### src/hdl/cpc_pkg.sv
// Shared types, constants and helpers for the coverage pixel to coordinate block.
package cpc_pkg;

	localparam int TableEntries = 32;
	localparam int KeyW = 24;
	localparam int LvlW = 12;
	localparam int PosW = 13;
	localparam int SizeW = 14;
	localparam int AddrW = 5;
	localparam int DataW = 32;
	localparam int LonProdW = PosW + 32;
	localparam int LatProdW = PosW + 31;

	localparam logic CmdLoad = 1'b0;
	localparam logic CmdPixel = 1'b1;

	localparam logic signed [LvlW-1:0] UnmatchedLevel = -12'sd1200;
	localparam logic [PosW-1:0] PosMax = {PosW{1'b1}};
	localparam longint LonLimit = 64'sd1800000000;
	localparam longint LatLimit = 64'sd900000000;

	typedef enum logic [2:0] {
		StPassed = 3'd0,
		StBelow  = 3'd1,
		StStored = 3'd2,
		StFull   = 3'd3,
		StEmpty  = 3'd4
	} status_t;

	typedef enum logic [2:0] {
		RegThreshold = 3'd0,
		RegLonOrigin = 3'd1,
		RegLonStep   = 3'd2,
		RegLatOrigin = 3'd3,
		RegLatStep   = 3'd4,
		RegColumns   = 3'd5,
		RegRows      = 3'd6
	} reg_idx_t;

	typedef struct packed {
		logic signed [LvlW-1:0] thr;
		logic signed [31:0]     lon_origin;
		logic [31:0]            lon_step;
		logic signed [30:0]     lat_origin;
		logic [30:0]            lat_step;
		logic [SizeW-1:0]       cols;
		logic [SizeW-1:0]       rows;
	} cfg_t;

	typedef struct packed {
		logic                   vld;
		logic                   cmd;
		logic [KeyW-1:0]        key;
		logic signed [LvlW-1:0] lvl;
		logic [PosW-1:0]        row;
		logic [PosW-1:0]        col;
		logic                   hit;
		logic                   any;
		logic [KeyW-1:0]        best_key;
		logic signed [LvlW-1:0] best_lvl;
	} word_t;

	function automatic logic near_ch(input logic [7:0] a, input logic [7:0] b);
		logic [8:0] d;
		d = {1'b0, a} - {1'b0, b};
		return (d == 9'd0) || (d == 9'd1) || (d == 9'h1FF);
	endfunction

endpackage

### src/hdl/cpc_raster.sv
// Raster row and column position counters.
module cpc_raster (
	input  logic                     clk,
	input  logic                     arst_n,
	input  logic                     step,
	input  logic                     frame_start,
	input  cpc_pkg::cfg_t            cfg,
	output logic [cpc_pkg::PosW-1:0] row,
	output logic [cpc_pkg::PosW-1:0] col
);
	import cpc_pkg::*;

	logic [PosW-1:0] row_q, col_q;
	logic            col_wrap, row_wrap;

	assign row = frame_start ? '0 : row_q;
	assign col = frame_start ? '0 : col_q;

	assign col_wrap = ({1'b0, col} + SizeW'(1) >= cfg.cols) || (col == PosMax);
	assign row_wrap = ({1'b0, row} + SizeW'(1) >= cfg.rows) || (row == PosMax);

	always_ff @(posedge clk or negedge arst_n) begin
		if (!arst_n) begin
			row_q <= '0;
			col_q <= '0;
		end else if (step) begin
			if (col_wrap) begin
				col_q <= '0;
				row_q <= row_wrap ? '0 : row + PosW'(1);
			end else begin
				col_q <= col + PosW'(1);
				row_q <= row;
			end
		end
	end

endmodule

### config.mk
export PLATFORM = sky130hd
export DESIGN_NAME = cpc_raster
export DESIGN_NICKNAME = d
export VERILOG_FILES = /design/src/hdl/cpc_pkg.sv /design/src/hdl/cpc_raster.sv
export SDC_FILE = /design/constraint.sdc
export NUM_CORES = 1
export LEC_CHECK = 0
export CORE_AREA = 2 2 75 77
export CTS_BUF_LIST = sky130_fd_sc_hd__clkbuf_8
export CTS_CLUSTER_SIZE = 28
export DETAILED_ROUTE_END_ITERATION = 10
export DIE_AREA = 0 0 77 79
export DONT_BUFFER_PORTS = 1
export PLACE_DENSITY_LB_ADDON = 0.2
export SYNTH_ARGS = -nofsm -noshare
export SYNTH_HDL_FRONTEND = slang
export SYNTH_SLANG_ARGS = --single-unit
### constraint.sdc
create_clock -name clk -period 4.5 [get_ports clk]
set_input_delay 0.675 -clock clk [delete_from_list [all_inputs] [get_ports clk]]
set_output_delay 0.675 -clock clk [all_outputs]
set_load 0.02 [all_outputs]
# ---- Yosys cells after proc, flatten, opt, wreduce, memory -nomap -nowiden
# Cells that the tools add are included.
dict set report totals {
  n_memories 0
  out_inout_bits 26
  input_bits 170
  register_bits 26
  latch_bits 0
  mem_bits_ro 0
  elab_cells 17
  mem_bits_rw 0
}
dict set report classes {
  n_mul 0
  addsub 4
  div_mod_pow 0
  muxes 5
  eq_ne 2
  reduce_logical 2
  bitwise 0
  order_cmp 2
  shifts 0
}
# operator n
set ops {}
lappend ops {{two-way mux 13 bit} 5}
lappend ops {{adder 13 x 1 -> 14 bit, second input constant} 2}
lappend ops {{greater-or-equal comparator 14 bit} 2}
lappend ops {{adder 13 x 1 -> 13 bit, second input constant} 2}
lappend ops {{== test 13 bit, second input constant} 2}
lappend ops {{logical OR 1 bit} 2}

# ---- Longest topological paths before layout
dict set report logic_depth {
  depth_word 6
  depth_mapped 18
  ltp_nobuf 14
}

# ---- Worst setup path after synthesis
# OpenSTA, ideal clock, no wires.
dict set report synth_timing {
  kind {input to register}
  startpoint {in frame_start}
  endpoint {reg row_q[2]}
  t_required_ps 4378
  arrival_ps 4309
  path_slack_ps 69
  setup_time_ps 122
  cell_stages 17
  path_buffers 5
  cell_sequence {buf_2 > buf_1 > buf_1 > nor2b_1 > ha_1 > nand3_1 > or3_4 > nor2_1 > xor2_1 > ha_1 > o21ai_0 > nor2_1 > a2111o_1 > a211o_1 > buf_4 > buf_4 > a32o_1}
}
# element line
set synth_lines {}
lappend synth_lines {{from (decl)} cpc_raster.sv:6} ;# input logic frame_start,
lappend synth_lines {{two-way mux 13 bit *} cpc_raster.sv:17} ;# assign col = frame_start ? '0 : col_q;
lappend synth_lines {{named net col (one bit)} cpc_raster.sv:9} ;# output logic [cpc_pkg::PosW-1:0] col
lappend synth_lines {{adder 13 x 1 -> 14 bit} cpc_raster.sv:19} ;# assign col_wrap = ({1'b0, col} + SizeW'(1) >= cfg.cols) || (col == PosMax);
lappend synth_lines {{greater-or-equal comparator 14 bit} cpc_raster.sv:19}
lappend synth_lines {{logical OR 1 bit *} cpc_raster.sv:19}
lappend synth_lines {{two-way mux 13 bit *} cpc_raster.sv:27} ;# if (col_wrap) begin
lappend synth_lines {{to (signal assigned)} cpc_raster.sv:29} ;# row_q <= row_wrap ? '0 : row + PosW'(1);
lappend synth_lines {{to (signal assigned)} cpc_raster.sv:32} ;# row_q <= row;
lappend synth_lines {{to (decl)} cpc_raster.sv:13} ;# logic [PosW-1:0] row_q, col_q;
# The timed path passes the listed nets; every way through them passes the cells marked *.
# A chain may end at the register's enable or synchronous reset.

# ---- Final worst setup path
dict set report layout_timing {
  startpoint {in frame_start}
  endpoint {reg row_q[1]}
}
dict set report layout_between {
  elab_chain_cells 6
}
# element line
set layout_rtl {}
lappend layout_rtl {{two-way mux 13 bit} cpc_raster.sv:16} ;# assign row = frame_start ? '0 : row_q;
lappend layout_rtl {{adder 13 x 1 -> 14 bit} cpc_raster.sv:20} ;# assign row_wrap = ({1'b0, row} + SizeW'(1) >= cfg.rows) || (row == PosMax);
lappend layout_rtl {{greater-or-equal comparator 14 bit} cpc_raster.sv:20}
lappend layout_rtl {{logical OR 1 bit} cpc_raster.sv:20}
lappend layout_rtl {{two-way mux 13 bit} cpc_raster.sv:29}
lappend layout_rtl {{two-way mux 13 bit *} cpc_raster.sv:27}
# Mark *: on every way between the ends. The rest lies on a longest branch, timed or not.

==> reports/summary.txt <==
CTS root buffer: clkbuf_8
height of the die: 79 µm
Reg2Reg Capture Point: row_q[1]
Initial Util: 47.7%
Net Count, Synth: 510
post_cts resized: 0
Post-CTS Hold Fix Bufs: 0
Clk pwr share: 39.1%
R2R depth: 13
full die area: 6080 µm²
Netlist Area Pre-Place: 2540 µm²
Clock Tree Buf Depth: 2
run status: complete, no violations
total negative slack: 0 ps
IO Port Bufs: 0
row cnt: 27
PwrDens: 191 nW/µm²
flop2flop setup slack: 630 ps
Worst Hold Class: in2async
Avg Inst Size Synth: 8.16 µm²
grt total ovfl: 0
asr flop ratio synth: 100%
Comb pwr share: 13.4%
Final #Nets: 515
total CTS buffers: 3
maxcap violations: 0
gpl congestion: 0.848
Final Cycle Share: 86.7%
core area: 5340 µm²
worst skew pair latency: 280 ps
cell count after placement: 384
Seq cells post-synth: 26
max-slew violations: 0
commonest non-fill, non-tap cell in the layout: inv_1
Detail Route Antenna Nets: 0
Seq/Total Area, Yosys: 25.6%
DRT Pass-1 Iters: 4
initial antenna violation count: 0
clk sinks: 26
worst path required time: 4670 ps
post-CTS setup buffers: 0
Main synth FF type: dfrtp_1
WL final: 6090 µm
worst r2r src: col_q[1]
largest net degree at the start of global routing: 44
synth warn: 0
Slew headroom: 56.1%
final number of setup-violating endpoints: 0
area leader, netlist: dfrtp_1
P_leak: 1.33 nW
Pint: 388 µW
share of the synthesized area in the top cell type: 25.6%
Hold WS: 74.0 ps
mean number of vias per cell: 5.66
clock-pin slew on the worst setup and hold paths: 100 ps
Area Overhead vs Synth: 7.62%
final core occ: 51.3%
DRC: 0
vias: 2,196
Chip Width: 77 µm
placed inst area: 2670 µm²
CP max stage cell: a211o_1
Final HPWL DP: 4560 µm
worst-path maximum fanout: 43
Arr. time, crit path: 4070 ps
critical path class: in2reg
critical path startpoint category: input pin
TritonCTS clock tree: built
max frequency: 0.256 GHz
Worst path max stage delay: 510 ps
initial drt markers: 136
maximum vdd drop: 0.000119 V
Layout Cells excl Fill: 388
ant diodes: 0
Tmin final: 3900 ps
most frequent cells in the layout: inv_1, nand2_1, ha_1, dfrtp_1, nor2_1
Top delay family on crit path: compound AO/OA/AOI/OAI gates
sequential share of power: 47.5%
ordered cell list for the critical path: nand2b_1 -> inv_1 -> ha_1 -> nand3_1 -> or3_4 -> nor2_1 -> xor2_1 -> ha_1 -> o21ai_0 -> nor2_1 -> a2111o_1 -> a211o_1 -> and4_1 -> a221o_1
Psw: 134 µW
CP Capture Type: flop
first-pass GRT wire length: 10,400 µm
FILL cells: 544
Tot GR Track Use: 20.9%
Post-synth EDFFs: 0
Mapped Cells: 312
RSZ-0062 raised after global routing: false
synth unique cells: 55
layout cells sized above 1: 8.86%
Setup Skew: 3.31 ps
worst-margin pin slew: 659 ps
vias in the first global route: 2,237
final hold viol count: 0
post-route cell area: 2740 µm²
# IOs: 196
Max H-tree Level: 1
Synth area leaders: dfrtp_1, ha_1, inv_1, nor2b_1, nand2_1
Net Sw Frac: 25.7%
post-DR wirelength/cell: 15.7 µm
Buf/Inv on CP: 1
worst max path at each step:
stage | cells past startpoint | from | to
finish | 14 | frame_start | row_q[1]
global route | 14 | frame_start | row_q[0]
CTS | 14 | frame_start | row_q[1]
detailed placement | 14 | frame_start | row_q[1]
global placement | 14 | frame_start | row_q[1]
floorplan | 17 | frame_start | row_q[2]
cell usage after synthesis (all sizes together) (4+ instances only):
| library cell | n |
|---|---|
| inv | 42 |
| nand2 | 29 |
| nor2b | 18 |
| nand3 | 12 |
| a32o | 6 |
| nor3 | 4 |
| nor2 | 25 |
| dfrtp | 26 |
| a41oi | 4 |
| a211oi | 4 |
| a21oi | 12 |
| nand4 | 8 |
| nand2b | 5 |
| xnor2 | 10 |
| o2bb2ai | 10 |
| xor2 | 10 |
| clkbuf | 4 |
| ha | 28 |
| o21ai | 8 |
| buf | 8 |
power by group through the flow:
stage / combinational [mW] / sequential, mW / clock (mW)
floorplan: 0.0600 / 0.250 / 0
finish: 0.0698 / 0.248 / 0.204
CTS: 0.0703 / 0.248 / 0.207
detailed placement: 0.0696 / 0.252 / 0
global route: 0.0798 / 0.249 / 0.214
global placement: 0.0685 / 0.252 / 0
cell type report:
class,count,area [µm²],share of cell area (%)
multi-input cells,231,1680,61.2
flip-flops and latches,26,651,23.8
inverters,43,161,5.89
repair buffers,12,90.1,3.29
well taps,72,90.1,3.29
clock buffers,3,41.3,1.51
clock inverters,1,30.0,1.10
stage by stage:
step | total power, mW | setup WS (ps)
finish | 0.522 | 598
global route | 0.542 | 343
CTS | 0.525 | 616
detailed placement | 0.322 | 319
global placement | 0.321 | 399
floorplan | 0.310 | 69.4
routing by layer:
metal  part of all wire, %  global-route usage [%]  vias to the layer above
met5                     0                       0                        -
met4                   1.4                    5.54                        0
met3                   6.3                    5.57                        7
met2                    43                    32.5                       50
met1                    49                    28.8                     1036
li1                      -                       -                     1103
sequential cells by signal (all words and copies together) (netlist names):
name	cells
col_q	13
row_q	13
logic make-up (layout without fill, tap and decap cells):
family	after synthesis	count (layout)	share of synthesized area, %
and+or+nand+nor	119	119	24.9
xor gates and xnor gates	20	20	6.88
DFF	26	26	25.6
adders and majority gates	28	28	13.8
buffers and inverters	55	59	8.60
AOI/OAI and AO/OA	64	64	20.3
worst register-to-register path: cells and delay by family (launching register included):
| kind | cells | cell delay [ps] |
|---|---|---|
| AOI/OAI and AO/OA | 4 | 1350 |
| and+or+nand+nor | 6 | 1310 |
| adders and majority gates | 2 | 480 |
| DFF | 1 | 390 |
| xor gates and xnor gates | 1 | 210 |
(Power assumes the default switching activity.)
