File: config.mk
export PLATFORM = sky130hd
export DESIGN_NAME = cpc_tail
export DESIGN_NICKNAME = d
export VERILOG_FILES = /design/src/hdl/cpc_pkg.sv /design/src/hdl/cpc_tail.sv
export SDC_FILE = /design/constraint.sdc
export NUM_CORES = 2
export LEC_CHECK = 0
export CORE_MARGIN = 1
export CORE_UTILIZATION = 30
export DETAILED_ROUTE_END_ITERATION = 10
export DONT_BUFFER_PORTS = 1
export MAX_ROUTING_LAYER = met4
export PLACE_DENSITY_LB_ADDON = 0.3
export REMOVE_ABC_BUFFERS = 1
export SYNTH_ARGS = -nofsm -noshare
export SYNTH_HDL_FRONTEND = slang
export SYNTH_SLANG_ARGS = --single-unit
File: constraint.sdc
create_clock -name clk -period 5.4 [get_ports clk]
set_input_delay 0.81 -clock clk [delete_from_list [all_inputs] [get_ports clk]]
set_output_delay 0.81 -clock clk [all_outputs]
set_load 0.05 [all_outputs]
File: src/hdl/cpc_pkg.sv
// Shared types, constants and helpers for the coverage pixel to coordinate block.
package cpc_pkg;

	localparam int TableEntries = 32;
	localparam int KeyW = 24;
	localparam int LvlW = 12;
	localparam int PosW = 13;
	localparam int SizeW = 14;
	localparam int AddrW = 5;
	localparam int DataW = 32;
	localparam int LonProdW = PosW + 32;
	localparam int LatProdW = PosW + 31;

	localparam logic CmdLoad = 1'b0;
	localparam logic CmdPixel = 1'b1;

	localparam logic signed [LvlW-1:0] UnmatchedLevel = -12'sd1200;
	localparam logic [PosW-1:0] PosMax = {PosW{1'b1}};
	localparam longint LonLimit = 64'sd1800000000;
	localparam longint LatLimit = 64'sd900000000;

	typedef enum logic [2:0] {
		StPassed = 3'd0,
		StBelow  = 3'd1,
		StStored = 3'd2,
		StFull   = 3'd3,
		StEmpty  = 3'd4
	} status_t;

	typedef enum logic [2:0] {
		RegThreshold = 3'd0,
		RegLonOrigin = 3'd1,
		RegLonStep   = 3'd2,
		RegLatOrigin = 3'd3,
		RegLatStep   = 3'd4,
		RegColumns   = 3'd5,
		RegRows      = 3'd6
	} reg_idx_t;

	typedef struct packed {
		logic signed [LvlW-1:0] thr;
		logic signed [31:0]     lon_origin;
		logic [31:0]            lon_step;
		logic signed [30:0]     lat_origin;
		logic [30:0]            lat_step;
		logic [SizeW-1:0]       cols;
		logic [SizeW-1:0]       rows;
	} cfg_t;

	typedef struct packed {
		logic                   vld;
		logic                   cmd;
		logic [KeyW-1:0]        key;
		logic signed [LvlW-1:0] lvl;
		logic [PosW-1:0]        row;
		logic [PosW-1:0]        col;
		logic                   hit;
		logic                   any;
		logic [KeyW-1:0]        best_key;
		logic signed [LvlW-1:0] best_lvl;
	} word_t;

	function automatic logic near_ch(input logic [7:0] a, input logic [7:0] b);
		logic [8:0] d;
		d = {1'b0, a} - {1'b0, b};
		return (d == 9'd0) || (d == 9'd1) || (d == 9'h1FF);
	endfunction

endpackage

File: src/hdl/cpc_tail.sv
// Coordinate multiply, saturation, status and output register.
module cpc_tail (
	input  logic                            clk,
	input  logic                            arst_n,
	input  cpc_pkg::word_t                  word_i,
	input  cpc_pkg::cfg_t                   cfg,
	output logic                            adv,
	output logic                            out_valid,
	input  logic                            out_stall,
	output logic [2:0]                      status,
	output logic signed [cpc_pkg::LvlW-1:0] level,
	output logic signed [31:0]              longitude,
	output logic signed [30:0]              latitude,
	output logic [cpc_pkg::PosW-1:0]        pixel_row,
	output logic [cpc_pkg::PosW-1:0]        pixel_column
);
	import cpc_pkg::*;

	localparam int LonSumW = LonProdW + 2;
	localparam int LatSumW = LatProdW + 2;
	localparam logic signed [LonSumW-1:0] LonHi = LonSumW'(LonLimit);
	localparam logic signed [LonSumW-1:0] LonLo = -LonSumW'(LonLimit);
	localparam logic signed [LatSumW-1:0] LatHi = LatSumW'(LatLimit);
	localparam logic signed [LatSumW-1:0] LatLo = -LatSumW'(LatLimit);

	logic                   vld_s1;
	word_t                  word_s1;
	logic [LonProdW-1:0]    plon_s1;
	logic [LatProdW-1:0]    plat_s1;

	logic                   out_valid_q;
	status_t                status_q;
	logic signed [LvlW-1:0] level_q;
	logic signed [31:0]     lon_q;
	logic signed [30:0]     lat_q;
	logic [PosW-1:0]        row_q, col_q;

	logic                   take;
	logic signed [LonSumW-1:0] lon_sum, lon_c;
	logic signed [LatSumW-1:0] lat_sum, lat_c;
	logic signed [LvlW-1:0] lvl_sel;
	status_t                st_nxt;

	assign take = !out_valid_q || !out_stall;
	assign adv  = take || !vld_s1;

	always_ff @(posedge clk or negedge arst_n) begin
		if (!arst_n) begin
			vld_s1 <= 1'b0;
		end else if (adv) begin
			vld_s1 <= word_i.vld;
		end
	end

	always_ff @(posedge clk) begin
		if (adv) begin
			word_s1 <= word_i;
			plon_s1 <= LonProdW'(word_i.col) * LonProdW'(cfg.lon_step);
			plat_s1 <= LatProdW'(word_i.row) * LatProdW'(cfg.lat_step);
		end
	end

	always_comb begin
		lon_sum = {{(LonSumW-32){cfg.lon_origin[31]}}, cfg.lon_origin} + {2'b00, plon_s1};
		lat_sum = {{(LatSumW-31){cfg.lat_origin[30]}}, cfg.lat_origin} - {2'b00, plat_s1};
		if (lon_sum > LonHi) begin
			lon_c = LonHi;
		end else if (lon_sum < LonLo) begin
			lon_c = LonLo;
		end else begin
			lon_c = lon_sum;
		end
		if (lat_sum > LatHi) begin
			lat_c = LatHi;
		end else if (lat_sum < LatLo) begin
			lat_c = LatLo;
		end else begin
			lat_c = lat_sum;
		end
		lvl_sel = word_s1.hit ? word_s1.best_lvl : UnmatchedLevel;
		if (!word_s1.any) begin
			st_nxt = StEmpty;
		end else if (lvl_sel >= cfg.thr) begin
			st_nxt = StPassed;
		end else begin
			st_nxt = StBelow;
		end
	end

	always_ff @(posedge clk or negedge arst_n) begin
		if (!arst_n) begin
			out_valid_q <= 1'b0;
		end else if (take) begin
			out_valid_q <= vld_s1;
		end
	end

	always_ff @(posedge clk) begin
		if (take) begin
			if (word_s1.cmd == CmdLoad) begin
				status_q <= word_s1.hit ? StStored : StFull;
				level_q  <= word_s1.lvl;
				lon_q    <= '0;
				lat_q    <= '0;
				row_q    <= '0;
				col_q    <= '0;
			end else begin
				status_q <= st_nxt;
				level_q  <= lvl_sel;
				lon_q    <= lon_c[31:0];
				lat_q    <= lat_c[30:0];
				row_q    <= word_s1.row;
				col_q    <= word_s1.col;
			end
		end
	end

	assign out_valid    = out_valid_q;
	assign status       = status_q;
	assign level        = level_q;
	assign longitude    = lon_q;
	assign latitude     = lat_q;
	assign pixel_row    = row_q;
	assign pixel_column = col_q;

endmodule

* Word level (Yosys, flattened, before mapping)
Cells that the tools add are included. W data, S select, Z words.
Word-level totals: register bits after elaboration 248, output and inout bits 106, input bits 271
Operators by class: bitwise operators 1, reductions and logical operators 9, multiply operators 2, order comparisons 5, add/sub/neg operators 2, mux-type cells 10
Operator list (number):
- $mux W31 | 2
- $add A32 B46 Y47 | 1
- $gt A47 B32 Y1 const B | 1
- $lt A47 B32 Y1 const B | 1
- $gt A46 B31 Y1 const B | 1
- $lt A46 B31 Y1 const B | 1
- $sub A31 B45 Y46 | 1
- $mul A13 B32 Y45 | 1
- $mul A13 B31 Y44 | 1
- $mux W32 | 1
- $mux W30 | 1
- $mux W12 | 2
- $ge A12 B12 Y1 | 1
- $mux W3 | 2
- $reduce_or A3 Y1 | 2
- $reduce_or A2 Y1 | 2
- $logic_not A1 Y1 | 3
- $logic_or A1 B1 Y1 | 2
- $mux W1 | 2
- $not A1 Y1 | 1

* Longest topological paths before layout
depth after elaboration 5, mapped depth 25, gate-level depth less buffers 24

* Worst setup path after synthesis
Ideal clock, no wire load.
path kind in2reg, start in word_i[55] (netlist bit), end reg plat_s1[38], data pin, library setup time 0.264 ns, slack -1.349 ns, buffers on the path 1, arrival 6.485 ns, data required time 5.136 ns, stages on the path 23, cell sequence clkbuf_1 -> nand2_1 -> fa_1 -> fa_1 -> fa_1 -> inv_1 -> fa_1 -> inv_1 -> fa_1 -> inv_1 -> ha_1 -> a21oi_1 -> o21bai_1 -> a21oi_1 -> o21ai_0 -> and3_1 -> o311ai_1 -> a211oi_1 -> o41ai_1 -> o211ai_1 -> o21ai_1 -> a21boi_0 -> o41a_1
Between the ends: cells in the longest elaborated chain, start to end 1
Ends and longest elaborated chain:
- from (decl) | RTL line cpc_tail.sv:5 | input cpc_pkg::word_t word_i,
- $mul A13 B31 Y44 | RTL line cpc_tail.sv:59 | plat_s1 <= LatProdW'(word_i.row) * LatProdW'(cfg.lat_step);
- to (signal assigned) | RTL line cpc_tail.sv:59
- to (decl) | RTL line cpc_tail.sv:29 | logic [LatProdW-1:0] plat_s1;
No other way between the ends. A chain may end at the register's enable or synchronous reset.

* Worst setup path in the final report
start in word_i[52] (netlist bit), end reg plat_s1[41], data pin
Same word-level chain as after synthesis.

==> flow_summary.ini <==
[clocking]
cts_tree = built
cts_buffers = 34
cts_buffer_depth = 3
clock-sinks = 248
cts_root_buf = clkbuf_16
ctsHtreeMaxLevel = 2
clkTransAtPathRegs_ns = 0.06
clk_latency_ns = 0.57

[global_routing]
grt_pass1_wl_mm = 191
grt_max_degree = 95
gr-usage-all-layers = 0.177
grt_pass1_vias = 33800
overflow = 0
antenna_found_initial = 21

[outcome]
violations = setup timing
status = complete, but fails checks

[sta]
worst_pin_slew_ns = 1.06
fin_crit_ns = 5.84
slew_headroom = 0.287
min_period_over_period = 1.08
clock-skew-final_ns = 0.0316
hold_viol_final = 0
grt_setup_unrepaired = yes
fmax_mhz = 171
tns_ns = -4.22
slew_violations = 0
layout_setup_ws_ns = -0.443
fin_worst_hold_slack_ns = 0.338
setup-violations-final = 21

[yosys]
syn_area_sq_um = 41800
avgSynthCellArea_sq_um = 9.09
synth-seq-area-share = 0.178
synth_cells = 4599
yosys_register_bits = 248
synth.distinct_cells = 101
ys_warn_count = 0
synth_ff_type = edfxtp_1
synth_edf_count = 246
synthArstFlopShare = 0.00806

[route]
wl_per_cell_um = 18.4
dr.pass1.iters = 5
ant_nets = 0
drt_iter0_drc = 1826
wl_mm = 120
num_vias = 32000
drc_errors = 0
viasPerCell = 4.91

[flow_run]
cap_violations = 0

[worst_setup_path]
critPathArrivalTime_ns = 6.15
crit_fanout = 32
end_kind = register
worst_ep_required_time_ns = 5.71
path_class = input pin to register
worstSetupStartpointType = input pin

[floorplan]
num_io_pins = 377
coreArea_sq_um = 138000
rows = 136
start_util = 0.303
die_area_sq_um = 141000
dieWidth_um = 375
die_h_um = 375

[layout]
stdcell_area_sq_um = 47200
areaGrowthSynthToFinish_pct = 12.9
drive_above_1_share = 0.111
final_nets = 5880

[placed_design]
post_dp_cell_area_sq_um = 44900
gp_congestion = 0.875
port-buffer-count = 0
hpwl_mm = 96.1

[min_path]
hold_path_class = input pin to register
layer usage:
| metal | track usage | vias up | wire length [um] |
|---|---|---|---|
| li1 | - | 14900 | - |
| met4 | 0.0492 | 0 | 2850 |
| met2 | 0.281 | 771 | 55700 |
| met1 | 0.236 | 16200 | 54400 |
| met3 | 0.0250 | 129 | 7150 |
| met5 | - | - | 0 |
cell usage in the layout, fill, tap and decap left out, types with 29 or more instances in the layout:
cell / n
ha_1: 262
o21bai_1: 32
nand3_1: 47
clkbuf_16: 35
inv_1: 848
nor2_1: 121
buf_4: 235
xnor2_1: 80
edfxtp_1: 246
nand2_1: 606
nor3_1: 49
xor2_1: 50
a21oi_1: 160
nand2b_1: 29
fa_1: 644
a211oi_1: 31
nand4_1: 47
o21ai_0: 91
and2_1: 400
a21o_1: 77
sequential cells by signal, indices dropped and copies added (netlist names):
signal,cells
word_s1,53
plon_s1,45
plat_s1,44
longitude,32
latitude,31
pixel_column,13
pixel_row,13
level,12
status,3
out_valid,1
vld_s1,1
worst paths after layout:
check	startpoint	to	slack (ns)	cells after the start
max in group asynchronous	arst_n	out_valid	4.80	1
min	word_i[4]	word_s1[4]	0.34	0
max reg2reg	plon_s1[0]	longitude[1]	0.46	15
min in group asynchronous	arst_n	vld_s1	0.48	1
min reg2reg	word_s1[64]	level[0]	0.51	2
max	word_i[52]	plat_s1[41]	-0.44	24
cell type report:
cell class	count	area [sq um]
fillers	14200	90700
multi-input cells	3272	31100
flip-flops and latches	248	7440
inverters	872	3270
well taps	1794	2240
repair buffers	248	1920
clock buffers	36	880
clock inverters	23	240
diodes	20	50.0
worst max-delay path, cell delays in order:
cell and delay, ns:
and2_4 0.15, fa_1 0.52, inv_1 0.05, fa_1 0.49
inv_2 0.04, fa_1 0.51, fa_1 0.55, inv_1 0.05
fa_1 0.51, inv_2 0.05, ha_4 0.28, buf_6 0.10
o21ai_4 0.05, nand2_1 0.09, o21ai_2 0.06, or2_4 0.22
a211o_1 0.34, a211o_1 0.34, a21boi_2 0.22, o31ai_4 0.10
o21a_1 0.23, o21bai_1 0.13, a21oi_1 0.09, xnor2_1 0.13
cells in the mapped netlist (8+ instances only):
master,number,area (sq um)
o21ba_2,12,120
edfxtp_1,246,7390
a211oi_1,37,278
clkbuf_1,180,676
a21o_1,77,578
and4_1,14,123
o21ai_1,19,95.1
nor4_1,17,106
nand3_1,50,250
mux2i_1,9,90.1
xor2_1,50,438
nand2b_1,31,194
nor2_1,123,462
mux2_2,15,169
nor2b_1,25,156
ha_1,282,3530
xnor2_1,83,727
nand2_1,615,2310
o211a_1,15,150
o21ai_0,109,546
a31oi_1,18,113
nor3b_1,12,90.1
a21oi_1,180,901
o211ai_1,21,158
or2_2,8,50.1
o31ai_1,21,158
a211o_1,12,105
fa_1,651,13000
nor3_1,53,265
inv_1,872,3270
o21a_1,23,173
and2_1,415,2600
or3_1,13,81.3
and3_1,31,194
a2111oi_0,8,70.1
buf_2,22,110
o21bai_1,34,255
nand4_1,47,294
timing repair:
| action | CTS | global route |
|---|---|---|
| setup endpoints to repair | 30 | 32 |
| buffers inserted | 24 | 17 |
| hold buffers | 1 | 0 |
| gates resized for setup | 123 | 89 |
| hold endpoints to repair | 2 | 0 |
| pin swaps | 118 | 122 |
stage by stage:
step | util | cells | worst slack [ns]
CTS | 0.339 | 6486 | -0.379
global placement | 0.326 | 6410 | -1.43
floorplan | - | 4392 | -1.18
global route | 0.342 | 6505 | -0.689
finish | 0.342 | 6513 | -0.443
detailed placement | 0.326 | 6410 | -1.42
cells by family after synthesis:
group                    synth area share
flip-flops                          0.178
AND/OR/NAND/NOR                     0.178
adder cells (fa/ha/maj)             0.396
multiplexers                      0.00620
AO/OA/AOI/OAI                       0.116
XOR/XNOR                           0.0279
buffers and inverters              0.0980
Power is not shown: default switching activity piles up to over one toggle a cycle in this logic, so the estimate is an artifact.
