### src/hdl/cpc_pkg.sv
// Shared types, constants and helpers for the coverage pixel to coordinate block.
package cpc_pkg;

	localparam int TableEntries = 32;
	localparam int KeyW = 24;
	localparam int LvlW = 12;
	localparam int PosW = 13;
	localparam int SizeW = 14;
	localparam int AddrW = 5;
	localparam int DataW = 32;
	localparam int LonProdW = PosW + 32;
	localparam int LatProdW = PosW + 31;

	localparam logic CmdLoad = 1'b0;
	localparam logic CmdPixel = 1'b1;

	localparam logic signed [LvlW-1:0] UnmatchedLevel = -12'sd1200;
	localparam logic [PosW-1:0] PosMax = {PosW{1'b1}};
	localparam longint LonLimit = 64'sd1800000000;
	localparam longint LatLimit = 64'sd900000000;

	typedef enum logic [2:0] {
		StPassed = 3'd0,
		StBelow  = 3'd1,
		StStored = 3'd2,
		StFull   = 3'd3,
		StEmpty  = 3'd4
	} status_t;

	typedef enum logic [2:0] {
		RegThreshold = 3'd0,
		RegLonOrigin = 3'd1,
		RegLonStep   = 3'd2,
		RegLatOrigin = 3'd3,
		RegLatStep   = 3'd4,
		RegColumns   = 3'd5,
		RegRows      = 3'd6
	} reg_idx_t;

	typedef struct packed {
		logic signed [LvlW-1:0] thr;
		logic signed [31:0]     lon_origin;
		logic [31:0]            lon_step;
		logic signed [30:0]     lat_origin;
		logic [30:0]            lat_step;
		logic [SizeW-1:0]       cols;
		logic [SizeW-1:0]       rows;
	} cfg_t;

	typedef struct packed {
		logic                   vld;
		logic                   cmd;
		logic [KeyW-1:0]        key;
		logic signed [LvlW-1:0] lvl;
		logic [PosW-1:0]        row;
		logic [PosW-1:0]        col;
		logic                   hit;
		logic                   any;
		logic [KeyW-1:0]        best_key;
		logic signed [LvlW-1:0] best_lvl;
	} word_t;

	function automatic logic near_ch(input logic [7:0] a, input logic [7:0] b);
		logic [8:0] d;
		d = {1'b0, a} - {1'b0, b};
		return (d == 9'd0) || (d == 9'd1) || (d == 9'h1FF);
	endfunction

endpackage

### src/hdl/cpc_cell.sv
// One table cell: holds one colour entry and updates the word passing through.
module cpc_cell (
	input  logic           clk,
	input  logic           arst_n,
	input  logic           adv,
	input  cpc_pkg::word_t word_i,
	output cpc_pkg::word_t word_o
);
	import cpc_pkg::*;

	logic                   ent_vld_q;
	logic [KeyW-1:0]        ent_key_q;
	logic signed [LvlW-1:0] ent_lvl_q;
	logic                   vld_q;
	word_t                  word_q;
	word_t                  nxt;
	logic                   wr_new, wr_lvl, match;

	assign match = near_ch(word_i.key[23:16], ent_key_q[23:16]) &&
		near_ch(word_i.key[15:8], ent_key_q[15:8]) &&
		near_ch(word_i.key[7:0], ent_key_q[7:0]);

	always_comb begin
		nxt    = word_i;
		wr_new = 1'b0;
		wr_lvl = 1'b0;
		if (word_i.vld) begin
			if (word_i.cmd == CmdLoad) begin
				if (!word_i.hit) begin
					if (ent_vld_q && (ent_key_q == word_i.key)) begin
						wr_lvl  = 1'b1;
						nxt.hit = 1'b1;
					end else if (!ent_vld_q) begin
						wr_new  = 1'b1;
						nxt.hit = 1'b1;
					end
				end
			end else if (ent_vld_q) begin
				nxt.any = 1'b1;
				if (match && (!word_i.hit || (ent_key_q < word_i.best_key))) begin
					nxt.hit      = 1'b1;
					nxt.best_key = ent_key_q;
					nxt.best_lvl = ent_lvl_q;
				end
			end
		end
	end

	always_ff @(posedge clk or negedge arst_n) begin
		if (!arst_n) begin
			vld_q     <= 1'b0;
			ent_vld_q <= 1'b0;
		end else if (adv) begin
			vld_q <= word_i.vld;
			if (wr_new) begin
				ent_vld_q <= 1'b1;
			end
		end
	end

	always_ff @(posedge clk) begin
		if (adv) begin
			word_q <= nxt;
			if (wr_new) begin
				ent_key_q <= word_i.key;
			end
			if (wr_new || wr_lvl) begin
				ent_lvl_q <= word_i.lvl;
			end
		end
	end

	always_comb begin
		word_o     = word_q;
		word_o.vld = vld_q;
	end

endmodule

### config.mk
export PLATFORM = sky130hd
export DESIGN_NAME = cpc_cell
export DESIGN_NICKNAME = d
export VERILOG_FILES = /design/src/hdl/cpc_pkg.sv /design/src/hdl/cpc_cell.sv
export SDC_FILE = /design/constraint.sdc
export NUM_CORES = 1
export LEC_CHECK = 0
export BUFFER_PORTS_ARGS = -buffer_cell sky130_fd_sc_hd__buf_2
export CORE_MARGIN = 3
export CORE_UTILIZATION = 46
export CTS_CLUSTER_DIAMETER = 200
export DETAILED_ROUTE_END_ITERATION = 8
export PLACE_DENSITY = 0.76
export SYNTH_ARGS = -nofsm -noshare
export SYNTH_HDL_FRONTEND = slang
export SYNTH_SLANG_ARGS = --single-unit
### constraint.sdc
create_clock -name clk -period 3.4 [get_ports clk]
set_clock_uncertainty 0.1 [all_clocks]
set_input_delay 0.17 -clock clk [delete_from_list [all_inputs] [get_ports clk]]
set_output_delay 0.17 -clock clk [all_outputs]
set_load 0.02 [all_outputs]
* Yosys cells after proc, flatten, opt, wreduce, memory -nomap -nowiden
Cells that the tools add are included.
** Operators by class
- Order comparisons :: 1
- $add $sub $neg :: 3
- Reductions and logical operators :: 18
- Eq/ne operators :: 7
- Muxes and demuxes :: 17
** Operators by type and width (count)
- two-way mux 38 bit :: 2
- two-way mux 37 bit :: 1
- two-way mux 36 bit :: 1
- equality test 9 x 1 -> 1 bit, second input constant :: 3
- equality test 9 bit, second input constant :: 3
- zero test 9 bit :: 3
- subtractor 8 x 8 -> 9 bit :: 3
- equality test 24 bit :: 1
- < comparator 24 bit :: 1
- two-way mux 1 bit :: 13
- logical OR 1 bit :: 8
- logical AND 1 bit :: 4
- AND reduction 2 bit :: 2
- zero test 1 bit :: 1
** Word-level totals
- Output and inout bits :: 102
- Register bits :: 139
- Input bits :: 105
- Word-level logic and storage cells :: 59

* Logic depth before layout (Yosys ltp)
Gate-level depths: netlist (run 1).
- Word-level depth :: 11
- Depth in mapped cells :: 14
- Mapped depth without buffers :: 12

* Worst setup path before layout (run 1)
OpenSTA, ideal clock, no wires.
- Path type :: flip-flop to flip-flop
- From :: register ent_key_q[8]
- To :: register word_q (netlist bit word_o[10]), data pin
- Required time :: 3040 ps
- Setup slack :: 170 ps
- Setup time :: 260 ps
- Stages on the path, launching flop included :: 13
- Path buffers :: 2
- Clock period less this slack :: 3230 ps
- Arrival :: 2869 ps
- Path through :: edfxtp_1 > ha_1 > fa_1 > xor2_1 > nor3_1 > nand3_1 > nor3b_1 > or4b_1 > a21oi_2 > nand4_1 > buf_6 > buf_8 > mux2_4
** RTL lines
- from (decl) :: RTL line cpc_cell.sv:12 : logic [KeyW-1:0] ent_key_q;
- from (signal assigned) :: RTL line cpc_cell.sv:65 : ent_key_q <= word_i.key;
- to (signal assigned) :: RTL line cpc_cell.sv:63 : word_q <= nxt;
- to (decl) :: RTL line cpc_cell.sv:15 : word_t word_q;

==> results of run 1 <==
[repair_timing]
| item | in CTS | in global routing |
|---|---|---|
| pin swaps | 0 | 6 |
| cloned | 0 | 3 |
| setup endpoints to repair | 20 | 36 |
| hold buffers | 85 | 0 |
| gates resized for setup | 2 | 23 |
| buffers inserted | 0 | 5 |
| hold endpoints to repair | 121 | 0 |
[cell usage in the layout, fill, tap and decap left out, drive strengths merged, types with 9 or more instances in the layout]
cell type and instances:
inv 59, clkbuf 21, mux2i 22, nand3 9, o21ai 15, xnor2 9
buf 223, a21oi 19, edfxtp 137, mux2 16, dlygate4sd3 85, a21o 11
nor2 12, ha 49, nand4 13, nand2 10
[state kept, by name, summed over array words and instances, names as in the netlist]
signal and count:
word_o 101, vld_q 1, ent_key_q 24, ent_vld_q 1, ent_lvl_q 12
[stage by stage]
step	setup TNS, ns	total power [mW]
2_1_floorplan	0	2.36
3_3_place_gp	-0.223	2.57
3_5_place_dp	-1.12	2.59
4_1_cts	0	4.39
5_1_grt	-4.78	4.55
6_report	-1.48	4.38
[logic make-up after synthesis]
| group | Yosys count | share of synthesized area, % |
|---|---|---|
| multiplexers | 38 | 6.59 |
| flip-flops | 139 | 63.2 |
| AO/OA/AOI/OAI | 73 | 7.46 |
| XOR/XNOR | 13 | 1.73 |
| buffers and inverters | 62 | 3.99 |
| adder cells (fa/ha/maj) | 52 | 10.2 |
| AND/OR/NAND/NOR | 79 | 6.87 |
[critical path: stages, from the launching register on]
cell and delay, ns:
edfxtp_1 0.41, buf_4 0.17, ha_1 0.21, nor2b_2 0.14
o2111ai_2 0.16, a211o_1 0.34, and3_1 0.16, or4_1 0.51
mux2i_1 0.19, nand4_1 0.24, buf_4 0.22, buf_8 0.14
mux2_4 0.29
[path summary, 6_finish.rpt]
path / from / endpoint / slack (ns) / cells past startpoint
max in group asynchronous: arst_n / vld_q / 2.60 / 3
worst min-delay path: word_i[24] / word_o[24] / 0.01 / 3
worst max register to register: ent_key_q[16] / word_o[10] / -0.14 / 12
worst max-delay path: ent_key_q[16] / word_o[10] / -0.14 / 12
worst min register to register: vld_q / vld_q / 0.42 / 1
min in group asynchronous: arst_n / ent_vld_q / 0.48 / 3
[area by class of cell]
| class | count | area (sq um) | share of cell area (%) |
|---|---|---|---|
| flip-flops and latches | 139 | 4160 | 43.9 |
| repair buffers | 310 | 2090 | 22.0 |
| diodes | 1 | 2.50 | 0.0264 |
| inverters | 56 | 210 | 2.21 |
| clock buffers | 19 | 433 | 4.56 |
| multi-input cells | 255 | 2250 | 23.7 |
| clock inverters | 13 | 119 | 1.25 |
| well taps | 180 | 225 | 2.37 |
[per-layer routing]
layer | vias to the layer above | track usage (%) | wire [um]
li1 | 2380 | - | -
met1 | 2424 | 24.7 | 6770
met2 | 196 | 37.5 | 9070
met3 | 34 | 4.79 | 1030
met4 | 0 | 9.95 | 451
met5 | - | 0 | 0
[report_power, final]
group          total [mW]  internal [mW]  switching, mW
registers            2.02           2.00         0.0268
clock network        1.72           1.01          0.713
logic               0.634          0.275          0.359
==> results.yml, run 1 <==
run_status:
  status: "complete, but fails checks"
  violations: "setup timing"
synth:
  synth_top_area_share_pct: 62.4
  syn-num-nets: 613
  ys_ff_latch: 139
  async_flop_share_pct: 1.44
  ys_warn_count: 0
  ys_top_cells_by_area: "edfxtp_1, ha_1, mux2i_1"
  netlist_top_cells_count: "edfxtp_1, inv_1, ha_1, mux2i_1, a21oi_1"
  syn_avg_cell_area_sq_um: 14.5
  synth-edff-count: 137
  yosysTopAreaCell: "edfxtp_1"
  postSynthCellCount: 456
  netlist_area_sq_um: 6590
  post-synth-top-count-cell: "edfxtp_1"
  ys_types: 52
  ys_seq_area_share_pct: 63.2
  synth_ff_type: "edfxtp_1"
floorplanning:
  rows: 43
  core_area_sq_um: 13900
  initial_utilization_pct: 47.3
  io_pins: 207
  fp.dieArea_sq_um: 15800
  die_w_um: 126
  die_h_um: 126
route:
  ant_nets: 0
  drt_first_pass_iters: 5
  drcViolationCount: 0
  via_per_inst: 5.17
  wire_per_inst_um: 17.8
  routed_wl_mm: 17.3
  drt_iter0_drc: 286
  vias: 5034
final_layout:
  syn2layout_area_growth_pct: 44.0
  fin_cells: 973
  final_util_pct: 68.1
  drive_above_1_share_pct: 36.9
  fillers: 975
  final_nets: 936
  fin_area_sq_um: 9500
critical_path:
  critPathKind: "flop to flop"
  crit_fanout: 8
  cp-end-kind: "flop"
  start_kind: "flop"
  required_ns: 3.47
  cp.arrival_ns: 3.61
cts:
  cts_buffer_depth: 2
  clock_sinks: 139
  cts_made_buffers: 17
  clk_latency_ns: 0.42
  cts_tree: "built"
  h-tree-depth: 4
  cts-root-buf: "clkbuf_16"
  clkTransAtPathRegs_ns: 0.06
timing:
  fin_crit_sh_pct: 104
  final-hold-violation-count: 0
  setup_viol: 29
  hold_slack_ns: 0.0106
  worst_slew_pin_slew_ns: 0.518
  rsz0062_at_grt: "true"
  max_freq_ghz: 0.282
  setup_ws_ns: -0.141
  relSlewSlack_pct: 65.5
  drv_slew: 0
  period_needed_ns: 3.54
grt:
  grt_max_degree: 38
  grt_pass1_vias: 5205
  antenna_found_initial: 0
  grt_pass1_wl_mm: 26.2
  overflow: 0
  grt_util_all_layers_pct: 21.3
place:
  gp_congestion: 0.864
  dpl.cell_count: 847
  dp_hpwl_mm: 11.3
  post-place-ws_ns: -0.0723
  dpl-instance-area_sq_um: 7900
  io_buffers: 206
power_and_ir_drop:
  power_density_nw_per_um2: 461
  leakagePower_nw: 4.29
  ir_drop_mv: 0.359
min_path:
  hp-class: "input pin to flop"
run:
  maxCapViolCount: 0
(Power assumes the default switching activity.)
==> run 2, diff against run 1 <==
--- a/config.mk
+++ b/config.mk
@@ -6,11 +6,11 @@
 export NUM_CORES = 1
 export LEC_CHECK = 0
 export BUFFER_PORTS_ARGS = -buffer_cell sky130_fd_sc_hd__buf_2
-export CORE_MARGIN = 3
+export CORE_MARGIN = 10
 export CORE_UTILIZATION = 46
 export CTS_CLUSTER_DIAMETER = 200
 export DETAILED_ROUTE_END_ITERATION = 8
-export PLACE_DENSITY = 0.76
+export PLACE_DENSITY = 0.88
 export SYNTH_ARGS = -nofsm -noshare
 export SYNTH_HDL_FRONTEND = slang
 export SYNTH_SLANG_ARGS = --single-unit
==> run 2 against run 1 <==
Compared with the run above:
- the run now ends clean
- final cell count rose by 0.82%
- global-route usage decreased by 3.2 points
- register-to-register slack better by 0.19 ns
- count of clock-buffer cells in the layout shrank 2
- clock power is 8% higher
- first-iteration DRC count up 8.0%
- combinational power grew 3%
- die area increased by 24%
- core utilization increased by 1.0 points
- worst hold slack better by 0.0097 ns
- maximum frequency increased by 5.7%
- critical path type unchanged
- largest cell class unchanged
- largest power group unchanged
==> results.yml, run 2 (synthesis gave the netlist of run 1 again) <==
run_status:
  status: "complete, no violations"
cts:
  h-tree-depth: 4
  clock_sinks: 139
  cts_made_buffers: 17
  cts_tree: "built"
  cts_buffer_depth: 2
  cts-root-buf: "clkbuf_16"
  clkTransAtPathRegs_ns: 0.06
  clk_latency_ns: 0.42
critical_path:
  slowest_delay_ns: 0.49
  crit_fanout: 9
  cp.buffers_inverters: 3
  cp.arrival_ns: 3.42
  start_kind: "flop"
  path_cells: "inv_1, ha_4, nand3_2, o21bai_1, and2_4, o311a_1, or4b_4, a21oi_2, nand4_1, buf_4, buf_16, mux2_2"
  critPathKind: "flop to flop"
  ff2ff_path_depth: 12
  cp_top_family: "simple AND/OR/NAND/NOR gates"
  r2r_start: "ent_key_q[10]"
  required_ns: 3.47
  slowest_stage: "or4b_4"
  rr_endpoint: "word_o[1]"
  cp-end-kind: "flop"
  r2r_slack_ns: 0.05
timing:
  setup_viol: 0
  period_needed_ns: 3.35
  relSlewSlack_pct: 55.4
  worst_slew_pin_slew_ns: 0.669
  rsz0062_at_grt: "true"
  max_freq_ghz: 0.298
  fin_crit_sh_pct: 98.5
  setup_ws_ns: 0.0495
  drv_slew: 0
  final-hold-violation-count: 0
grt:
  overflow: 0
  antenna_found_initial: 4
  grt_max_degree: 56
  grt_util_all_layers_pct: 18.1
  grt_pass1_vias: 5242
  grt_pass1_wl_mm: 27.8
floorplanning:
  die_h_um: 140
  core_area_sq_um: 13900
  fp.dieArea_sq_um: 19500
  io_pins: 207
  initial_utilization_pct: 47.3
  rows: 43
  die_w_um: 140
final_layout:
  syn2layout_area_growth_pct: 46.2
  final_cell_mix: "buf_2, edfxtp_1, dlygate4sd3_1"
  largest_reg_flops: 101
  final_util_pct: 69.2
  mostFrequentLayoutCell: "buf_2"
  final_nets: 942
  drive_above_1_share_pct: 39.1
  fillers: 937
run:
  maxCapViolCount: 0
power_and_ir_drop:
  power_density_nw_per_um2: 469
  ir_drop_mv: 0.276
  power.total_mw: 4.52
  leakagePower_nw: 4.33
place:
  io_buffers: 206
  post-place-ws_ns: -0.0317
  dp_hpwl_mm: 12.6
  gp_congestion: 0.888
min_path:
  min-delay-start: "word_i[34]"
  min_to: "word_o[34]"
  hp-class: "input pin to flop"
  hold_depth: 3
route:
  drcViolationCount: 0
  routed_wl_mm: 18.1
  drt_iter0_drc: 309
  via_per_inst: 5.10
  wire_per_inst_um: 18.5
  drt_first_pass_iters: 5
  ant_nets: 0
  vias: 5008
==> run 2: cell types whose count changed in the layout (fill, tap and decap cells not counted), moves of 3 or more <==
cell / before / now
buf_4: 15 / 25
ha_4: 1 / 5
ha_1: 45 / 40
clkinv_4: 3 / 0
inv_8: 0 / 5
==> run 2: through the flow <==
| step | cells | cell area, sq um | setup TNS (ns) | hold slack [ns] |
|---|---|---|---|---|
| 6_report | 981 | 9640 | 0 | 0.0203 |
| 5_1_grt | 981 | 9640 | -1.58 | 0.0109 |
| 4_1_cts | 975 | 9570 | 0 | 0.000429 |
| 3_5_place_dp | 849 | 7910 | -0.251 | -0.141 |
| 3_3_place_gp | 849 | 7910 | 0 | -0.142 |
| 2_1_floorplan | 456 | 6590 | 0 | -0.226 |
==> run 2: worst max-delay path by stage <==
stage | start | endpoint | cells past startpoint
after floorplan | ent_key_q[8] | word_o[10] | 12
after global placement | ent_key_q[0] | word_o[7] | 11
after detailed placement | ent_key_q[0] | word_o[6] | 11
after CTS | ent_key_q[20] | word_o[6] | 11
after global routing | ent_key_q[8] | word_o[13] | 13
final | ent_key_q[10] | word_o[1] | 12
==> run 2: final cells by class <==
type / instances / area [sq um] / area share [%]
Antenna cell: 3 / 7.51 / 0.0779
Clock buffer: 17 / 425 / 4.41
Clock inverter: 15 / 178 / 1.84
Inverter: 56 / 210 / 2.18
Multi-Input combinational cell: 255 / 2330 / 24.2
Sequential cell: 139 / 4160 / 43.2
Tap cell: 180 / 225 / 2.34
Timing Repair Buffer: 316 / 2090 / 21.7
==> run 2: what timing repair did <==
| action | 4_1_cts | 5_1_grt |
|---|---|---|
| gates resized for setup | 17 | 15 |
| pin swaps | 5 | 14 |
| endpoints found under the setup margin | 15 | 36 |
| hold buffers | 85 | 0 |
| buffers inserted | 7 | 5 |
| endpoints found under the hold margin | 121 | 0 |
| gates cloned | 2 | 0 |
==> run 2: routing by layer <==
layer / wire (um) / vias to the layer above / global-route usage [%] / part of all wire (%)
li1: - / 2392 / - / -
met1: 7090 / 2375 / 20.2 / 39
met2: 9230 / 205 / 30.9 / 51
met3: 1360 / 34 / 5.85 / 7.5
met4: 442 / 2 / 8.15 / 2.4
met5: 16 / - / 0 / 0.088
==> run 2: tightest hold or removal path, delay by kind of cell <==
kind / cells / cell delay (ns)
mux: 1 / 0.13
buf+inv: 2 / 0.12
==> run 2: where the power goes <==
part,switching (mW),total [mW],internal (mW)
sequential,0.0244,2.02,1.99
clock,0.799,1.85,1.05
combinational,0.369,0.653,0.285
